## src/rtl/core/fmd_pkg.sv

```systemverilog
// ============================================================================
// fmd_pkg: shared types and tables of the fractionated Morse decipher
// Beat formats, configuration bundle, symbol codes and the Morse code table.
// ============================================================================
package fmd_pkg;

  localparam int CNT_W = 11;
  localparam logic [CNT_W-1:0] COUNT_MAX = {CNT_W{1'b1}};

  // Symbol codes of the ternary expansion.
  localparam logic [1:0] SYM_DOT  = 2'd0;
  localparam logic [1:0] SYM_DASH = 2'd1;
  localparam logic [1:0] SYM_SEP  = 2'd2;
  localparam logic [1:0] SYM_IDLE = 2'd3;

  // Register indexes on the configuration port.
  localparam logic [1:0] REG_KEY_LOW = 2'd0;
  localparam logic [1:0] REG_KEY_MID = 2'd1;
  localparam logic [1:0] REG_KEY_TOP = 2'd2;
  localparam logic [1:0] REG_FILLER  = 2'd3;

  localparam int KEY_LEN = 26;

  typedef logic [KEY_LEN-1:0][4:0] key_t;

  typedef struct packed {
    key_t       key;
    logic [4:0] filler;
  } cfg_t;

  // Three symbols, syms[2] is the most significant one.
  typedef struct packed {
    logic [2:0][1:0] syms;
    logic            last;
  } item_t;

  typedef struct packed {
    logic             has_token;
    logic [4:0]       letter;
    logic             valid;
    logic [CNT_W-1:0] tokens;
    logic [CNT_W-1:0] valids;
    logic             fin;
  } res_t;

  // Rank 0..26 to three base-3 digits, most significant digit first.
  function automatic logic [2:0][1:0] rank_syms(input logic [4:0] rank);
    logic [1:0] d0;
    logic [1:0] d1;
    logic [4:0] rem;
    logic [4:0] rem2;
    d0   = (rank >= 5'd18) ? 2'd2 : ((rank >= 5'd9) ? 2'd1 : 2'd0);
    rem  = rank - ((d0 == 2'd2) ? 5'd18 : ((d0 == 2'd1) ? 5'd9 : 5'd0));
    d1   = (rem >= 5'd6) ? 2'd2 : ((rem >= 5'd3) ? 2'd1 : 2'd0);
    rem2 = rem - ((d1 == 2'd2) ? 5'd6 : ((d1 == 2'd1) ? 5'd3 : 5'd0));
    return {d0, d1, rem2[1:0]};
  endfunction

  // Code word (leading one, dash = 1) to {legal, letter}.
  function automatic logic [5:0] morse_lookup(input logic [4:0] code);
    logic [5:0] r;
    case (code)
      5'd2:    r = {1'b1, 5'd4};
      5'd3:    r = {1'b1, 5'd19};
      5'd4:    r = {1'b1, 5'd8};
      5'd5:    r = {1'b1, 5'd0};
      5'd6:    r = {1'b1, 5'd13};
      5'd7:    r = {1'b1, 5'd12};
      5'd8:    r = {1'b1, 5'd18};
      5'd9:    r = {1'b1, 5'd20};
      5'd10:   r = {1'b1, 5'd17};
      5'd11:   r = {1'b1, 5'd22};
      5'd12:   r = {1'b1, 5'd3};
      5'd13:   r = {1'b1, 5'd10};
      5'd14:   r = {1'b1, 5'd6};
      5'd15:   r = {1'b1, 5'd14};
      5'd16:   r = {1'b1, 5'd7};
      5'd17:   r = {1'b1, 5'd21};
      5'd18:   r = {1'b1, 5'd5};
      5'd20:   r = {1'b1, 5'd11};
      5'd22:   r = {1'b1, 5'd15};
      5'd23:   r = {1'b1, 5'd9};
      5'd24:   r = {1'b1, 5'd1};
      5'd25:   r = {1'b1, 5'd23};
      5'd26:   r = {1'b1, 5'd2};
      5'd27:   r = {1'b1, 5'd24};
      5'd28:   r = {1'b1, 5'd25};
      5'd29:   r = {1'b1, 5'd16};
      default: r = 6'd0;
    endcase
    return r;
  endfunction

endpackage

```

## src/rtl/core/fmd_regs.sv

```systemverilog
// ============================================================================
// fmd_regs: configuration register file
// APB-style write and read of the keyed alphabet and the filler letter.
// ============================================================================
module fmd_regs (
  input  logic          clk,
  input  logic          rst_n,
  input  logic          psel,
  input  logic          penable,
  input  logic          pwrite,
  input  logic [4:0]    paddr,
  input  logic [63:0]   pwdata,
  output logic [63:0]   prdata,
  output fmd_pkg::cfg_t cfg
);

  logic [59:0] low_r;
  logic [59:0] mid_r;
  logic [9:0]  top_r;
  logic [4:0]  fill_r;
  logic [1:0]  idx;
  logic        wr_en;

  assign idx   = paddr[4:3];
  assign wr_en = psel && penable && pwrite;

  always_ff @(posedge clk) begin
    if (!rst_n) begin
      low_r  <= '0;
      mid_r  <= '0;
      top_r  <= '0;
      fill_r <= '0;
    end else if (wr_en) begin
      unique case (idx)
        fmd_pkg::REG_KEY_LOW: low_r  <= pwdata[59:0];
        fmd_pkg::REG_KEY_MID: mid_r  <= pwdata[59:0];
        fmd_pkg::REG_KEY_TOP: top_r  <= pwdata[9:0];
        fmd_pkg::REG_FILLER:  fill_r <= pwdata[4:0];
        default: ;
      endcase
    end
  end

  always_comb begin
    unique case (idx)
      fmd_pkg::REG_KEY_LOW: prdata = {4'd0, low_r};
      fmd_pkg::REG_KEY_MID: prdata = {4'd0, mid_r};
      fmd_pkg::REG_KEY_TOP: prdata = {54'd0, top_r};
      fmd_pkg::REG_FILLER:  prdata = {59'd0, fill_r};
      default:              prdata = '0;
    endcase
  end

  assign cfg.key    = {top_r, mid_r, low_r};
  assign cfg.filler = fill_r;

endmodule

```

## src/rtl/core/fmd_front.sv

```systemverilog
// ============================================================================
// fmd_front: letter classification
// Matches a ciphertext letter against the keyed alphabet and expands its rank
// into three Morse symbols.
// ============================================================================
module fmd_front (
  input  logic           in_valid,
  input  logic           in_stall,
  input  logic [4:0]     in_cipher_letter,
  input  logic           in_message_end,
  input  fmd_pkg::key_t  key,
  output logic           push,
  output fmd_pkg::item_t item
);

  logic [4:0] rank;

  // The highest matching position wins; no match gives rank 26.
  always_comb begin
    rank = 5'd26;
    for (int r = 0; r < fmd_pkg::KEY_LEN; r++) begin
      if (key[r] == in_cipher_letter) begin
        rank = 5'(r);
      end
    end
  end

  assign item.syms = fmd_pkg::rank_syms(rank);
  assign item.last = in_message_end;
  assign push      = in_valid && !in_stall;

endmodule

```

## src/rtl/core/fmd_item_q.sv

```systemverilog
// ============================================================================
// fmd_item_q: two-entry queue between front and back
// Holds classified letters so that either side can stall on its own.
// ============================================================================
module fmd_item_q (
  input  logic           clk,
  input  logic           rst_n,
  input  logic           push,
  input  fmd_pkg::item_t push_item,
  input  logic           pop,
  output logic           full,
  output logic           head_valid,
  output fmd_pkg::item_t head
);

  fmd_pkg::item_t ent_r [2];
  logic       wr_ptr_r;
  logic       rd_ptr_r;
  logic [1:0] cnt_r;
  logic [1:0] cnt_nxt;

  assign full       = (cnt_r == 2'd2);
  assign head_valid = (cnt_r != 2'd0);
  assign head       = ent_r[rd_ptr_r];

  always_comb begin
    cnt_nxt = cnt_r + {1'b0, push} - {1'b0, pop};
  end

  always_ff @(posedge clk) begin
    if (!rst_n) begin
      wr_ptr_r <= 1'b0;
      rd_ptr_r <= 1'b0;
      cnt_r    <= 2'd0;
    end else begin
      if (push) wr_ptr_r <= !wr_ptr_r;
      if (pop)  rd_ptr_r <= !rd_ptr_r;
      cnt_r <= cnt_nxt;
    end
  end

  always_ff @(posedge clk) begin
    if (push) begin
      ent_r[wr_ptr_r] <= push_item;
    end
  end

endmodule

```

## src/rtl/core/fmd_back.sv

```systemverilog
// ============================================================================
// fmd_back: run accumulation and token output
// Walks the three symbols of a letter, closes runs, counts tokens and queues
// up to two results per letter for the output channel.
// ============================================================================
module fmd_back (
  input  logic           clk,
  input  logic           rst_n,
  input  logic           item_valid,
  input  fmd_pkg::item_t item,
  input  logic [4:0]     filler,
  output logic           item_pop,
  output logic           out_valid,
  input  logic           out_stall,
  output fmd_pkg::res_t  out_res
);

  localparam logic [fmd_pkg::CNT_W-1:0] CNT_ONE = fmd_pkg::CNT_W'(1);

  logic [2:0]                run_len_r;
  logic [4:0]                code_r;
  logic [fmd_pkg::CNT_W-1:0] tok_r;
  logic [fmd_pkg::CNT_W-1:0] val_r;

  logic [2:0]                rl;
  logic [4:0]                cv;
  logic [fmd_pkg::CNT_W-1:0] tk;
  logic [fmd_pkg::CNT_W-1:0] vk;
  logic [3:0][1:0]           seq;
  logic [1:0]                s;
  logic [5:0]                lk;
  logic                      ok;
  logic [1:0]                n;
  fmd_pkg::res_t             cur;
  fmd_pkg::res_t             r0;
  fmd_pkg::res_t             r1;

  fmd_pkg::res_t             fifo_r [4];
  logic [1:0]                wr_ptr_r;
  logic [1:0]                rd_ptr_r;
  logic [2:0]                cnt_r;
  logic [2:0]                cnt_nxt;
  logic                      out_pop;

  // The end of the message acts as a fourth separator.
  always_comb begin
    rl  = run_len_r;
    cv  = code_r;
    tk  = tok_r;
    vk  = val_r;
    n   = 2'd0;
    r0  = '0;
    r1  = '0;
    lk  = '0;
    ok  = 1'b0;
    cur = '0;
    seq = {item.syms, item.last ? fmd_pkg::SYM_SEP : fmd_pkg::SYM_IDLE};
    s   = fmd_pkg::SYM_IDLE;
    for (int i = 0; i < 4; i++) begin
      s = seq[2'(3 - i)];
      if (s == fmd_pkg::SYM_SEP) begin
        if (rl != 3'd0) begin
          lk = fmd_pkg::morse_lookup(cv);
          ok = lk[5] && (rl <= 3'd4);
          if (tk != fmd_pkg::COUNT_MAX) tk = tk + CNT_ONE;
          if (ok && (vk != fmd_pkg::COUNT_MAX)) vk = vk + CNT_ONE;
          cur.has_token = 1'b1;
          cur.letter    = ok ? lk[4:0] : filler;
          cur.valid     = ok;
          cur.tokens    = tk;
          cur.valids    = vk;
          cur.fin       = 1'b0;
          if (n == 2'd0) r0 = cur;
          else           r1 = cur;
          n = n + 2'd1;
        end
        rl = 3'd0;
        cv = 5'd1;
      end else if (s != fmd_pkg::SYM_IDLE) begin
        if (rl < 3'd4) cv = {cv[3:0], s[0]};
        if (rl < 3'd5) rl = rl + 3'd1;
      end
    end
    if (item.last) begin
      if (n == 2'd0) begin
        r0.tokens = tk;
        r0.valids = vk;
        r0.fin    = 1'b1;
        n = 2'd1;
      end else if (n == 2'd1) begin
        r0.fin = 1'b1;
      end else begin
        r1.fin = 1'b1;
      end
      tk = '0;
      vk = '0;
    end
  end

  // A letter leaves the queue only when two result slots are free.
  assign item_pop  = item_valid && (cnt_r <= 3'd2);
  assign out_valid = (cnt_r != 3'd0);
  assign out_res   = fifo_r[rd_ptr_r];
  assign out_pop   = out_valid && !out_stall;

  always_comb begin
    cnt_nxt = cnt_r + (item_pop ? {1'b0, n} : 3'd0) - {2'd0, out_pop};
  end

  always_ff @(posedge clk) begin
    if (!rst_n) begin
      run_len_r <= 3'd0;
      code_r    <= 5'd1;
      tok_r     <= '0;
      val_r     <= '0;
      wr_ptr_r  <= 2'd0;
      rd_ptr_r  <= 2'd0;
      cnt_r     <= 3'd0;
    end else begin
      if (item_pop) begin
        run_len_r <= rl;
        code_r    <= cv;
        tok_r     <= tk;
        val_r     <= vk;
        wr_ptr_r  <= wr_ptr_r + n;
      end
      if (out_pop) rd_ptr_r <= rd_ptr_r + 2'd1;
      cnt_r <= cnt_nxt;
    end
  end

  always_ff @(posedge clk) begin
    if (item_pop && (n != 2'd0)) begin
      fifo_r[wr_ptr_r] <= r0;
    end
    if (item_pop && (n == 2'd2)) begin
      fifo_r[wr_ptr_r + 2'd1] <= r1;
    end
  end

  a_fifo_bound: assert property (@(posedge clk) disable iff (!rst_n)
    cnt_r <= 3'd4)
    else $error("result queue overflow");

  a_pop_room: assert property (@(posedge clk) disable iff (!rst_n)
    item_pop |-> cnt_r <= 3'd2)
    else $error("letter taken without room for two results");

  a_end_clears: assert property (@(posedge clk) disable iff (!rst_n)
    (item_pop && item.last) |=> (tok_r == '0) && (val_r == '0) && (run_len_r == 3'd0))
    else $error("message end did not clear the counts");

  a_final_made: assert property (@(posedge clk) disable iff (!rst_n)
    (item_pop && item.last) |-> (n != 2'd0) && ((n == 2'd1) ? r0.fin : r1.fin))
    else $error("message end produced no final result");

  a_count_order: assert property (@(posedge clk) disable iff (!rst_n)
    out_valid |-> out_res.valids <= out_res.tokens)
    else $error("valid count above token count");

endmodule

```

## src/rtl/core/fractionated_morse_decipher.sv

```systemverilog
// ============================================================================
// fractionated_morse_decipher: fractionated Morse cipher decryption
// Turns ciphertext letters into decoded Morse letters with running counts.
// ============================================================================
// Usage: one ciphertext letter is a beat on the in_ channel (in_valid, in_stall);
// each decoded token, or the closing beat of a message, is a beat on the out_
// channel (out_valid, out_stall). A letter yields zero, one or two result beats;
// the letter flagged by in_message_end always yields at least one, and its last
// result carries out_is_final. The keyed alphabet and filler letter are set
// through the APB-style port at byte addresses 0, 8, 16 and 24; the user must
// write them only while idle, as the block itself does not enforce it. A taken
// letter passes through the item queue and then the result queue before it
// leaves as a result beat. Throughput: one letter per cycle while the result
// queue has room; the four-entry result queue absorbs a letter's two tokens.
// The back end takes a letter only while two result slots are free, so a
// stalled receiver fills the result queue, then the item queue, and then
// raises in_stall. Results wait in the queue unchanged while out_stall is high.
// Reset (rst_n low at a clock edge) empties both queues, clears the run and
// the counts and zeroes all configuration registers.
// ============================================================================
module fractionated_morse_decipher (
  input  logic        clk,
  input  logic        rst_n,
  // Configuration port
  input  logic        psel,
  input  logic        penable,
  input  logic        pwrite,
  input  logic [4:0]  paddr,
  input  logic [63:0] pwdata,
  output logic [63:0] prdata,
  output logic        pready,
  // Ciphertext channel
  input  logic        in_valid,
  output logic        in_stall,
  input  logic [4:0]  in_cipher_letter,
  input  logic        in_message_end,
  // Result channel
  output logic        out_valid,
  input  logic        out_stall,
  output logic        out_has_token,
  output logic [4:0]  out_token_letter,
  output logic        out_token_valid,
  output logic [10:0] out_tokens_so_far,
  output logic [10:0] out_valid_so_far,
  output logic        out_is_final
);

  fmd_pkg::cfg_t  cfg;
  fmd_pkg::item_t front_item;
  fmd_pkg::item_t head_item;
  fmd_pkg::res_t  res;
  logic           push;
  logic           full;
  logic           head_valid;
  logic           item_pop;

  // The register file never inserts wait states.
  assign pready = 1'b1;

  fmd_regs u_regs (
    .clk     (clk),
    .rst_n   (rst_n),
    .psel    (psel),
    .penable (penable),
    .pwrite  (pwrite),
    .paddr   (paddr),
    .pwdata  (pwdata),
    .prdata  (prdata),
    .cfg     (cfg)
  );

  // The front end stalls only when the item queue is full, which depends on
  // registered state alone.
  assign in_stall = full;

  fmd_front u_front (
    .in_valid         (in_valid),
    .in_stall         (in_stall),
    .in_cipher_letter (in_cipher_letter),
    .in_message_end   (in_message_end),
    .key              (cfg.key),
    .push             (push),
    .item             (front_item)
  );

  fmd_item_q u_item_q (
    .clk        (clk),
    .rst_n      (rst_n),
    .push       (push),
    .push_item  (front_item),
    .pop        (item_pop),
    .full       (full),
    .head_valid (head_valid),
    .head       (head_item)
  );

  fmd_back u_back (
    .clk        (clk),
    .rst_n      (rst_n),
    .item_valid (head_valid),
    .item       (head_item),
    .filler     (cfg.filler),
    .item_pop   (item_pop),
    .out_valid  (out_valid),
    .out_stall  (out_stall),
    .out_res    (res)
  );

  assign out_has_token     = res.has_token;
  assign out_token_letter  = res.letter;
  assign out_token_valid   = res.valid;
  assign out_tokens_so_far = res.tokens;
  assign out_valid_so_far  = res.valids;
  assign out_is_final      = res.fin;

endmodule
```

## config.mk

```make
export PLATFORM = sky130hd
export DESIGN_NAME = fractionated_morse_decipher
export DESIGN_NICKNAME = d
export VERILOG_FILES = /design/src/rtl/core/fmd_pkg.sv /design/src/rtl/core/fmd_regs.sv /design/src/rtl/core/fmd_front.sv /design/src/rtl/core/fmd_item_q.sv /design/src/rtl/core/fmd_back.sv /design/src/rtl/core/fractionated_morse_decipher.sv
export SDC_FILE = /design/constraint.sdc
export NUM_CORES = 1
export LEC_CHECK = 0
export CORE_UTILIZATION = 31
export DETAILED_ROUTE_END_ITERATION = 8
export DONT_BUFFER_PORTS = 1
export PLACE_DENSITY_LB_ADDON = 0.05
export SYNTH_ARGS = -nofsm -noshare
export SYNTH_HDL_FRONTEND = slang
export SYNTH_SLANG_ARGS = --single-unit
```

## constraint.sdc

```tcl
create_clock -name clk -period 2.9 [get_ports clk]
set_input_delay 0.87 -clock clk [delete_from_list [all_inputs] [get_ports clk]]
set_output_delay 0.87 -clock clk [all_outputs]
set_load 0.02 [all_outputs]
```

# Word level (Yosys, flattened, before mapping)
# Cells that the tools add are included.
dict set report word_totals {
  elab_cells 31
  reg_bits 140
}
dict set report classes {
  addsub 4
  mux 2
  eq_ne 4
  n_reduce_logical 14
  n_lt_le_gt_ge 1
}
# op count
set op_table {}
lappend op_table {{64-bit case mux with 4 select lines} 1}
lappend op_table {{2-bit AND reduction} 4}
lappend op_table {{2-bit == test, second input constant} 3}
lappend op_table {{1-bit logical AND} 5}
lappend op_table {{3-bit adder} 1}
lappend op_table {{3-bit by 2-bit less-or-equal comparator with 1-bit output, second input constant} 1}
lappend op_table {{3-bit nonzero test} 1}
lappend op_table {{3-bit by 1-bit subtractor with 3-bit output} 1}
lappend op_table {{2-bit by 1-bit adder with 2-bit output} 1}
lappend op_table {{2-bit by 1-bit == test with 1-bit output, second input constant} 1}
lappend op_table {{1-bit zero test} 2}
lappend op_table {{2-bit zero test} 1}
lappend op_table {{2-bit 2-to-1 mux} 1}
lappend op_table {{2-bit nonzero test} 1}
lappend op_table {{2-bit by 1-bit subtractor with 2-bit output} 1}

# Logic depth before layout (Yosys ltp)
# Gate-level depths: netlist of the first run.
dict set report logic_depth {
  ltp_word 5
  depth_mapped 8
}

# Cells and area by module
# From an unflattened synthesis of the first run, not the netlist that was laid out.
dict set report hier_totals {
  cells_unflattened 1043
  hier_area_um2 9514.1
}
# module n_inst area_each_um2 seq_area_each_um2 cells_per_inst
set by_module_without_submodules {}
lappend by_module_without_submodules {fmd_regs 1 6047.0 2702.6 648}
lappend by_module_without_submodules {fmd_front 1 2338.5 0.0 304}
lappend by_module_without_submodules {fmd_item_q 1 732.0 520.5 43}
lappend by_module_without_submodules {fmd_back 1 385.4 60.1 46}
lappend by_module_without_submodules {fractionated_morse_decipher 1 11.3 0.0 2}

# Worst setup path before layout of the first run
# OpenSTA, ideal clock, no wires.
dict set report synth_path {
  path_type {input to output}
  start {input port paddr[3]}
  end {output port prdata[13]}
  stages 5
  arrival_time_ps 1768
  setup_slack_ps 262
  path_cell_list {buf_4 > buf_4 > buf_6 > mux2i_1 > nor2_1}
}
dict set report synth_between {
  elab_chain_len 2
}
# element line
set synth_lines {}
lappend synth_lines {{start, declared} fractionated_morse_decipher.sv:28} ;# input logic [4:0] paddr,
lappend synth_lines {{2-bit == test (tied with other cells)} fmd_regs.sv:45} ;# unique case (idx)
lappend synth_lines {{64-bit case mux with 4 select lines *} fmd_regs.sv:45}
lappend synth_lines {{end, declared} fractionated_morse_decipher.sv:30} ;# output logic [63:0] prdata,
# Every way passes the cells marked *; elsewhere a longest branch is shown, timed or not. The select of a mux whose other input is x is not followed.

# Worst setup path after layout of the first run
dict set report layout_path {
  start {input port paddr[4]}
  end {output port prdata[8]}
}
# Same word-level chain as after synthesis.

==> impl_metrics.prom, run 1 <==
# TYPE chip_impl_metric gauge
chip_impl_info{name="outcome",value="complete, no violations"} 1
chip_impl_info{name="critical-path-slowest-cell",value="sky130_fd_sc_hd__and2b_1"} 1
chip_impl_metric{name="ctsLongestPathBuffers",unit=""} 2
chip_impl_metric{name="dpl.hpwl",unit="um"} 8928
chip_impl_metric{name="place_ws",unit="ps"} 505.1
chip_impl_info{name="worst_r2r_startpoint",value="u_back.cnt_r[1]"} 1
chip_impl_metric{name="crit_required",unit="ps"} 2030
chip_impl_metric{name="nNetsFinal",unit=""} 768
chip_impl_metric{name="hold-path-cell-count",unit=""} 2
chip_impl_metric{name="route.detailed.drc",unit=""} 0
chip_impl_metric{name="layout-drive-gt1-share",unit="%"} 6.906
chip_impl_metric{name="grt_overflow",unit=""} 0
chip_impl_info{name="synthTopCellsByArea",value="sky130_fd_sc_hd__dfxtp_1 42%, sky130_fd_sc_hd__mux2i_1 29%, sky130_fd_sc_hd__nand2_1 11%"} 1
chip_impl_info{name="worst_path_cell_trace",value="and2b_1, nand2_1, o21ai_0, buf_4"} 1
chip_impl_metric{name="routabilityCongestion",unit=""} 0.6568
chip_impl_metric{name="maxCapViolations",unit=""} 0
chip_impl_metric{name="slew_limit_headroom",unit="%"} 51.71
chip_impl_metric{name="die_area",unit="um^2"} 21880
chip_impl_metric{name="final_cell_count_no_fill",unit=""} 971
chip_impl_info{name="min-delay-start",value="u_regs.low_r[11]"} 1
chip_impl_info{name="criticalPathCategory",value="in2out"} 1
chip_impl_metric{name="setup_viol",unit=""} 0
chip_impl_metric{name="share_of_total_power_consumed_by_net_switching",unit="%"} 23.66
chip_impl_metric{name="timing.final.hold_violations",unit=""} 0
chip_impl_metric{name="rows",unit=""} 53
chip_impl_metric{name="final_period_minus_worst_setup_slack",unit="ps"} 2392
chip_impl_metric{name="switching_power",unit="mW"} 1.101
chip_impl_metric{name="cp.arrival",unit="ps"} 1520
chip_impl_metric{name="leakagePower",unit="nW"} 2.725
chip_impl_metric{name="dieWidth",unit="um"} 147.9
chip_impl_metric{name="yosys.cell_types.count",unit=""} 26
chip_impl_info{name="worstReg2RegEnd",value="u_back.cnt_r[2]"} 1
chip_impl_metric{name="worst-r2r-setup-slack",unit="ps"} 1160
chip_impl_metric{name="clock_tree.htree_level_count",unit=""} 4
chip_impl_info{name="synth.cells.most_frequent",value="201 x sky130_fd_sc_hd__nand2_1, 190 x sky130_fd_sc_hd__mux2i_1, 140 x sky130_fd_sc_hd__dfxtp_1"} 1
chip_impl_metric{name="synth.avg_cell_area",unit="um^2"} 9.335
chip_impl_metric{name="synth_edf_count",unit=""} 0
chip_impl_metric{name="netlist_area",unit="um^2"} 6600
chip_impl_metric{name="layout_worst_path_cycle_share",unit="%"} 82.49
chip_impl_info{name="synth_area_leader_cell",value="sky130_fd_sc_hd__dfxtp_1"} 1
chip_impl_metric{name="starting_density_of_the_core",unit="%"} 31.50
chip_impl_metric{name="grt_max_degree",unit=""} 201
chip_impl_metric{name="critical-path-max-stage-delay",unit="ps"} 280
chip_impl_metric{name="dieHeight",unit="um"} 147.9
chip_impl_metric{name="power_density",unit="nW/um^2"} 645.5
chip_impl_metric{name="first_iter_violations",unit=""} 139
chip_impl_info{name="critPathLaunch",value="paddr[4]"} 1
chip_impl_metric{name="area_growth_syn_to_layout",unit="%"} 9.251
chip_impl_metric{name="layout_setup_ws",unit="ps"} 507.7
chip_impl_metric{name="io_pins",unit=""} 179
chip_impl_metric{name="tritoncts_num_sinks",unit=""} 140
chip_impl_metric{name="post_drt_via_cell_ratio",unit=""} 4.575
chip_impl_metric{name="sequentialPowerShare",unit="%"} 43.3
chip_impl_metric{name="clock_power_share",unit="%"} 48.7
chip_impl_metric{name="postRouteAntennaNets",unit=""} 0
chip_impl_metric{name="timing.clock.skew",unit="ps"} 0.5009
chip_impl_metric{name="cts.clk_slew.worst_paths",unit="ps"} 60
chip_impl_metric{name="first_pass_iters",unit=""} 4
chip_impl_metric{name="cts-resized-gates",unit=""} 0
chip_impl_metric{name="number_of_storage_elements_in_the_synthesis_netlist",unit=""} 140
chip_impl_metric{name="total_count_of_max_transition_violations_in_the_final_report",unit=""} 0
chip_impl_info{name="hold-path-endpoint",value="u_regs.low_r[11]"} 1
chip_impl_info{name="synth.most_common_cell",value="sky130_fd_sc_hd__nand2_1"} 1
chip_impl_info{name="timing.critical_path.from_type",value="input port"} 1
chip_impl_metric{name="post-cts-setup-buffers",unit=""} 0
chip_impl_info{name="rsz_0062_raised_after_global_routing",value="no"} 1
chip_impl_metric{name="reg2reg_depth",unit=""} 6
chip_impl_metric{name="part_of_the_total_power_dissipated_in_combinational_logic",unit="%"} 8.0
chip_impl_metric{name="crit_fanout",unit=""} 65
chip_impl_metric{name="numPlacedInstances",unit=""} 938
chip_impl_info{name="clock_tree_from_tritoncts",value="yes"} 1
chip_impl_metric{name="route.detailed.wl_per_inst",unit="um"} 15.70
chip_impl_metric{name="setup_tns",unit="ps"} 0
chip_impl_info{name="hold_path_class",value="reg2reg"} 1
chip_impl_metric{name="placeableCoreArea",unit="um^2"} 20960
chip_impl_metric{name="wire_length_of_the_first_global_routing_pass",unit="um"} 23310
chip_impl_info{name="ys_dominant_reg_cell",value="sky130_fd_sc_hd__dfxtp_1"} 1
chip_impl_metric{name="synth_cells",unit=""} 707
chip_impl_metric{name="portBuffers",unit=""} 0
chip_impl_info{name="worstSetupEndpointType",value="output pin"} 1
chip_impl_metric{name="grtUsageTotal",unit="%"} 14.06
chip_impl_metric{name="worst_slew_pin_slew",unit="ps"} 724.3
chip_impl_metric{name="numCtsBuffers",unit=""} 17
chip_impl_metric{name="total_vias_in_the_final_route",unit=""} 4442
chip_impl_metric{name="clock_latency",unit="ps"} 410
chip_impl_metric{name="grt_pass1_vias",unit=""} 4417
chip_impl_metric{name="number_of_hold_repair_buffers_added_at_the_cts_stage",unit=""} 0
chip_impl_metric{name="yosysSeqAreaShare",unit="%"} 42.46
chip_impl_info{name="root_buffer",value="sky130_fd_sc_hd__clkbuf_16"} 1
chip_impl_metric{name="yosysWarningCount",unit=""} 0
chip_impl_metric{name="vdd_ir_max",unit="mV"} 0.3282
chip_impl_metric{name="drt_wl_total",unit="um"} 15240
chip_impl_metric{name="achievable-frequency",unit="GHz"} 0.4180
chip_impl_metric{name="netlist.area_leader.share",unit="%"} 42.46
chip_impl_metric{name="power.internal",unit="mW"} 3.554
chip_impl_metric{name="async_flop_share",unit="%"} 0
chip_impl_metric{name="initial_antenna_violation_count",unit=""} 1
[logic make-up (layout without fill, tap and decap cells)]
group	after synthesis	after routing	share of synthesized area [%]
flip-flops	140	140	42.46
buffers and inverters	90	45	9.384
AO/OA/AOI/OAI	6	6	0.4929
other	2	36	0.1138
adder cells (fa/ha/maj)	4	4	0.7583
multiplexers	195	195	30.52
XOR/XNOR	3	3	0.3982
AND/OR/NAND/NOR	267	267	15.87
[worst max-delay path: cells and delay by family]
family | cells | cell delay, ps
buffers and inverters | 1 | 190
and+or+nand+nor | 2 | 350
AOI/OAI and AO/OA | 1 | 100
[routing by layer]
layer | GRT usage, % | wire (um) | vias up
met4 | 6.134 | 280 | 0
met5 | 0 | 0 | -
met3 | 4.444 | 876 | 16
met1 | 16.39 | 6675 | 2108
li1 | - | - | 2201
met2 | 23.63 | 7411 | 117
[worst max path at each step]
stage                 end  slack, ps  depth (start not counted)
6_report        prdata[8]        510                          4
3_3_place_gp    prdata[9]        490                          4
4_1_cts         prdata[9]        500                          4
2_1_floorplan  prdata[13]        260                          5
5_1_grt         prdata[8]        420                          4
3_5_place_dp    prdata[9]        510                          4
[cells in the final DEF, fill, tap and decap left out, types with 2 or more instances in the layout]
| cell type | count |
|---|---|
| sky130_fd_sc_hd__conb_1 | 35 |
| sky130_fd_sc_hd__buf_4 | 5 |
| sky130_fd_sc_hd__ha_1 | 4 |
| sky130_fd_sc_hd__nor2_1 | 51 |
| sky130_fd_sc_hd__clkbuf_1 | 2 |
| sky130_fd_sc_hd__clkinvlp_4 | 3 |
| sky130_fd_sc_hd__o21ai_0 | 5 |
| sky130_fd_sc_hd__buf_12 | 4 |
| sky130_fd_sc_hd__dfxtp_1 | 140 |
| sky130_fd_sc_hd__nand2_1 | 201 |
| sky130_fd_sc_hd__inv_6 | 4 |
| sky130_fd_sc_hd__bufinv_16 | 3 |
| sky130_fd_sc_hd__xnor2_1 | 2 |
| sky130_fd_sc_hd__and2_1 | 3 |
| sky130_fd_sc_hd__clkbuf_16 | 17 |
| sky130_fd_sc_hd__mux2i_1 | 190 |
| sky130_fd_sc_hd__clkbuf_8 | 2 |
| sky130_fd_sc_hd__mux4_2 | 5 |
| sky130_fd_sc_hd__inv_1 | 4 |
| sky130_fd_sc_hd__nor2b_1 | 5 |
[state kept, by name, summed over array words and instances (netlist names)]
| register | flops |
|---|---|
| u_regs.low_r | 60 |
| u_regs.mid_r | 60 |
| u_regs.top_r | 10 |
| u_regs.fill_r | 5 |
| u_back.cnt_r | 3 |
| u_item_q.cnt_r | 2 |
[final cells by class]
class | instances | area [um^2]
timing repair buffer | 9 | 117.6
fill | 2207 | 13740
clock buffer | 21 | 460.4
multi-input combinational | 510 | 3312
tap | 275 | 344.1
inverter | 4 | 15.01
clock inverter | 11 | 156.4
sequential | 140 | 2803
antenna | 1 | 2.502
[power by group through the flow]
stage | Clock [mW] | Combinational (mW) | Sequential [mW]
after floorplan | 0 | 0.444 | 2.05
after global placement | 0 | 0.367 | 2.05
after detailed placement | 0 | 0.384 | 2.06
after CTS | 2.35 | 0.384 | 2.01
after global routing | 2.43 | 0.424 | 2.02
final | 2.27 | 0.374 | 2.01
[through the flow]
stage	total power, mW	hold WS [ps]	cell area, um^2	utilization [%]
floorplan	2.492	431.6	6724	-
global placement	2.421	439.4	6591	31.45
detailed placement	2.440	446.0	6591	31.45
CTS	4.746	456.9	7208	34.40
global route	4.880	467.6	7211	34.41
finish	4.655	453.2	7211	34.41
Power figures use the tool's default switching activity.
==> run 2, diff against run 1 <==
==> constraint.sdc (replaced) <==
create_clock -name clk -period 1.95 [get_ports clk]
set_input_delay 0.585 -clock clk [delete_from_list [all_inputs] [get_ports clk]]
set_output_delay 0.585 -clock clk [all_outputs]
set_load 0.02 [all_outputs]
==> run 2 against run 1 <==
Total power rose by 48%. First-iteration DRC count up 60%. Cell count grew 0.31%. Wire length grew 0.15%. Clock skew hardly changed. Worst setup slack got worse by 430 ps. Via count grew 1.1%. Critical endpoint is now prdata[2]. Global-route usage is 0.27 points higher. Die area stayed put. Highest routed layer unchanged. Non-clock buffer count is 5 higher. Core utilization up 1.8 points.
==> impl_metrics.prom, run 2 (synthesis results as in run 1) <==
# TYPE chip_impl_metric gauge
chip_impl_info{name="clock_tree_from_tritoncts",value="yes"} 1
chip_impl_metric{name="footprint_of_the_multi_input_gates",unit="um^2"} 3671
chip_impl_metric{name="wire_length_of_the_first_global_routing_pass",unit="um"} 24050
chip_impl_info{name="mostFrequentLayoutCell",value="sky130_fd_sc_hd__nand2_1"} 1
chip_impl_metric{name="sum_of_buffers_and_inverters_on_the_critical_path",unit=""} 0
chip_impl_metric{name="overall_power_of_the_completed_layout",unit="mW"} 6.905
chip_impl_metric{name="final_period_minus_worst_setup_slack",unit="ps"} 1874
chip_impl_metric{name="design_area",unit="um^2"} 7594
chip_impl_metric{name="power_density",unit="nW/um^2"} 909.3
chip_impl_info{name="outcome",value="complete, no violations"} 1
chip_impl_info{name="timing.critical_path.from_type",value="register"} 1
chip_impl_metric{name="placeableCoreArea",unit="um^2"} 20960
chip_impl_metric{name="grt_pass1_vias",unit=""} 4477
chip_impl_metric{name="total_vias_in_the_final_route",unit=""} 4493
chip_impl_metric{name="diode_insertion_count_for_antenna_repair",unit=""} 0
chip_impl_metric{name="post_drt_via_cell_ratio",unit=""} 4.613
chip_impl_metric{name="first_pass_iters",unit=""} 4
chip_impl_info{name="worst_path_cell_trace",value="mux4_2"} 1
chip_impl_metric{name="tritoncts_num_sinks",unit=""} 140
chip_impl_metric{name="postRouteAntennaNets",unit=""} 0
chip_impl_info{name="rsz_0062_raised_after_global_routing",value="no"} 1
chip_impl_metric{name="post-cts-setup-buffers",unit=""} 0
chip_impl_metric{name="ctsLongestPathBuffers",unit=""} 2
chip_impl_metric{name="routed-wl-met2",unit="um"} 7330
chip_impl_info{name="worstSetupEndpointType",value="output pin"} 1
chip_impl_metric{name="area_growth_syn_to_layout",unit="%"} 15.05
chip_impl_metric{name="timing.final.hold_violations",unit=""} 0
chip_impl_info{name="root_buffer",value="sky130_fd_sc_hd__clkbuf_16"} 1
chip_impl_metric{name="leakagePower",unit="nW"} 2.697
chip_impl_metric{name="die_area",unit="um^2"} 21880
chip_impl_metric{name="drt_wl_total",unit="um"} 15270
chip_impl_metric{name="clock_latency",unit="ps"} 410
chip_impl_metric{name="layout-drive-gt1-share",unit="%"} 15.88
chip_impl_metric{name="grt_overflow",unit=""} 0
chip_impl_metric{name="grt_max_degree",unit=""} 201
chip_impl_info{name="route.top_layer_used",value="met4"} 1
chip_impl_info{name="critical-path-slowest-cell",value="sky130_fd_sc_hd__mux4_2"} 1
chip_impl_metric{name="dieHeight",unit="um"} 147.9
chip_impl_metric{name="clock_tree.htree_level_count",unit=""} 4
chip_impl_metric{name="crit_fanout",unit=""} 2
chip_impl_info{name="hold_path_class",value="in2reg"} 1
chip_impl_metric{name="dieWidth",unit="um"} 147.9
chip_impl_metric{name="vdd_ir_max",unit="mV"} 0.4707
chip_impl_metric{name="n_fill_cell",unit=""} 2138
chip_impl_metric{name="setup_viol",unit=""} 0
chip_impl_metric{name="first_iter_violations",unit=""} 223
chip_impl_info{name="largestRegisters",value="u_regs.low_r: 60 flops, u_regs.mid_r: 60 flops, u_regs.top_r: 10 flops"} 1
chip_impl_metric{name="nNetsFinal",unit=""} 773
chip_impl_metric{name="routabilityCongestion",unit=""} 0.6841
chip_impl_metric{name="met3_wirelength",unit="um"} 824
chip_impl_metric{name="crit_required",unit="ps"} 1360
chip_impl_metric{name="maxCapViolations",unit=""} 0
chip_impl_info{name="layout_common_cells",value="201 x sky130_fd_sc_hd__nand2_1, 170 x sky130_fd_sc_hd__mux2i_1, 140 x sky130_fd_sc_hd__dfxtp_1"} 1
chip_impl_metric{name="cp.arrival",unit="ps"} 1290
chip_impl_metric{name="grtUsageTotal",unit="%"} 14.33
chip_impl_metric{name="portBuffers",unit=""} 0
chip_impl_metric{name="critical-path-max-stage-delay",unit="ps"} 580
chip_impl_metric{name="initial_antenna_violation_count",unit=""} 0
chip_impl_metric{name="starting_density_of_the_core",unit="%"} 31.50
chip_impl_metric{name="io_pins",unit=""} 179
chip_impl_metric{name="rows",unit=""} 53
chip_impl_metric{name="total_count_of_max_transition_violations_in_the_final_report",unit=""} 0
chip_impl_metric{name="met1Wirelength",unit="um"} 7001
chip_impl_metric{name="cts-resized-gates",unit=""} 0
chip_impl_metric{name="layout_worst_path_cycle_share",unit="%"} 96.09
chip_impl_metric{name="dpl.hpwl",unit="um"} 9256
chip_impl_metric{name="number_of_hold_repair_buffers_added_at_the_cts_stage",unit=""} 0
chip_impl_metric{name="timing.clock.skew",unit="ps"} 0.2130
chip_impl_info{name="criticalPathCategory",value="reg2out"} 1
chip_impl_metric{name="place_area",unit="um^2"} 7000
chip_impl_metric{name="achievable-frequency",unit="GHz"} 0.5337
chip_impl_metric{name="layout.area.seq",unit="um^2"} 2803
chip_impl_metric{name="route.detailed.drc",unit=""} 0
chip_impl_metric{name="route.detailed.wl_per_inst",unit="um"} 15.67
chip_impl_info{name="cp_top_family",value="multiplexers"} 1
chip_impl_metric{name="numCtsBuffers",unit=""} 17
chip_impl_metric{name="cts.clk_slew.worst_paths",unit="ps"} 60
-- run 2: cell count changes in the layout (fill, tap and decap cells not counted), moves of 3 or more --
cell / before / now
sky130_fd_sc_hd__mux2i_2: 0 / 11
sky130_fd_sc_hd__o21ai_1: 0 / 5
sky130_fd_sc_hd__o21ai_0: 5 / 0
sky130_fd_sc_hd__clkinv_4: 1 / 4
sky130_fd_sc_hd__mux2i_1: 190 / 170
sky130_fd_sc_hd__buf_4: 5 / 9
sky130_fd_sc_hd__nor2_1: 51 / 11
sky130_fd_sc_hd__inv_6: 4 / 0
sky130_fd_sc_hd__nor2_2: 1 / 20
sky130_fd_sc_hd__nor2_4: 0 / 21
sky130_fd_sc_hd__mux2i_4: 0 / 9
-- run 2: area by class of cell --
cell class,instances,share of cell area [%]
Clock inverter,10,1.878
Timing Repair Buffer,14,2.208
Multi-Input combinational cell,510,48.34
Clock buffer,21,5.932
Tap cell,275,4.531
Inverter,4,0.1977
Sequential cell,140,36.91
-- run 2: routing by layer --
| metal | track usage [%] | up-vias |
|---|---|---|
| met5 | 0 | - |
| met4 | 4.175 | 0 |
| met3 | 5.093 | 6 |
| met2 | 23.33 | 95 |
| met1 | 17.73 | 2180 |
| li1 | - | 2212 |
-- run 2: worst register-to-register path: stages (launching register included) --
cell                      delay [ps]
sky130_fd_sc_hd__dfxtp_1         320
sky130_fd_sc_hd__or3_1           380
sky130_fd_sc_hd__nor2b_1         140
sky130_fd_sc_hd__ha_1            180
sky130_fd_sc_hd__ha_1            180
sky130_fd_sc_hd__xor2_1          140
sky130_fd_sc_hd__and2_1          150
-- run 2: metrics by stage --
stage | utilization (%) | cells | worst slack (ps) | hold slack, ps | TNS (ps)
final | 36.24 | 974 | 76.25 | 322.3 | 0
after global routing | 36.24 | 974 | 23.46 | 281.6 | 0
after CTS | 36.24 | 974 | 55.75 | 289.4 | 0
after detailed placement | 33.41 | 943 | 110.9 | 447.1 | 0
after global placement | 33.41 | 943 | 110.9 | 439.6 | 0
after floorplan | - | 740 | -56.73 | 431.6 | -1193
-- run 2: power by group --
| group | switching, mW | internal, mW | total, mW |
|---|---|---|---|
| clock network | 1.24 | 2.04 | 3.29 |
| logic | 0.331 | 0.292 | 0.623 |
| registers | 0.0510 | 2.94 | 3.00 |
| total | 1.63 | 5.28 | 6.90 |
-- run 2: final timing paths --
check                        start               end  slack, ps  depth (start not counted)
setup / recovery  u_regs.fill_r[2]         prdata[2]         80                          1
hold / removal               rst_n  u_regs.low_r[34]        320                          2
setup reg to reg   u_back.cnt_r[1]   u_back.cnt_r[2]        360                          6
hold reg to reg   u_regs.low_r[24]  u_regs.low_r[24]        450                          2
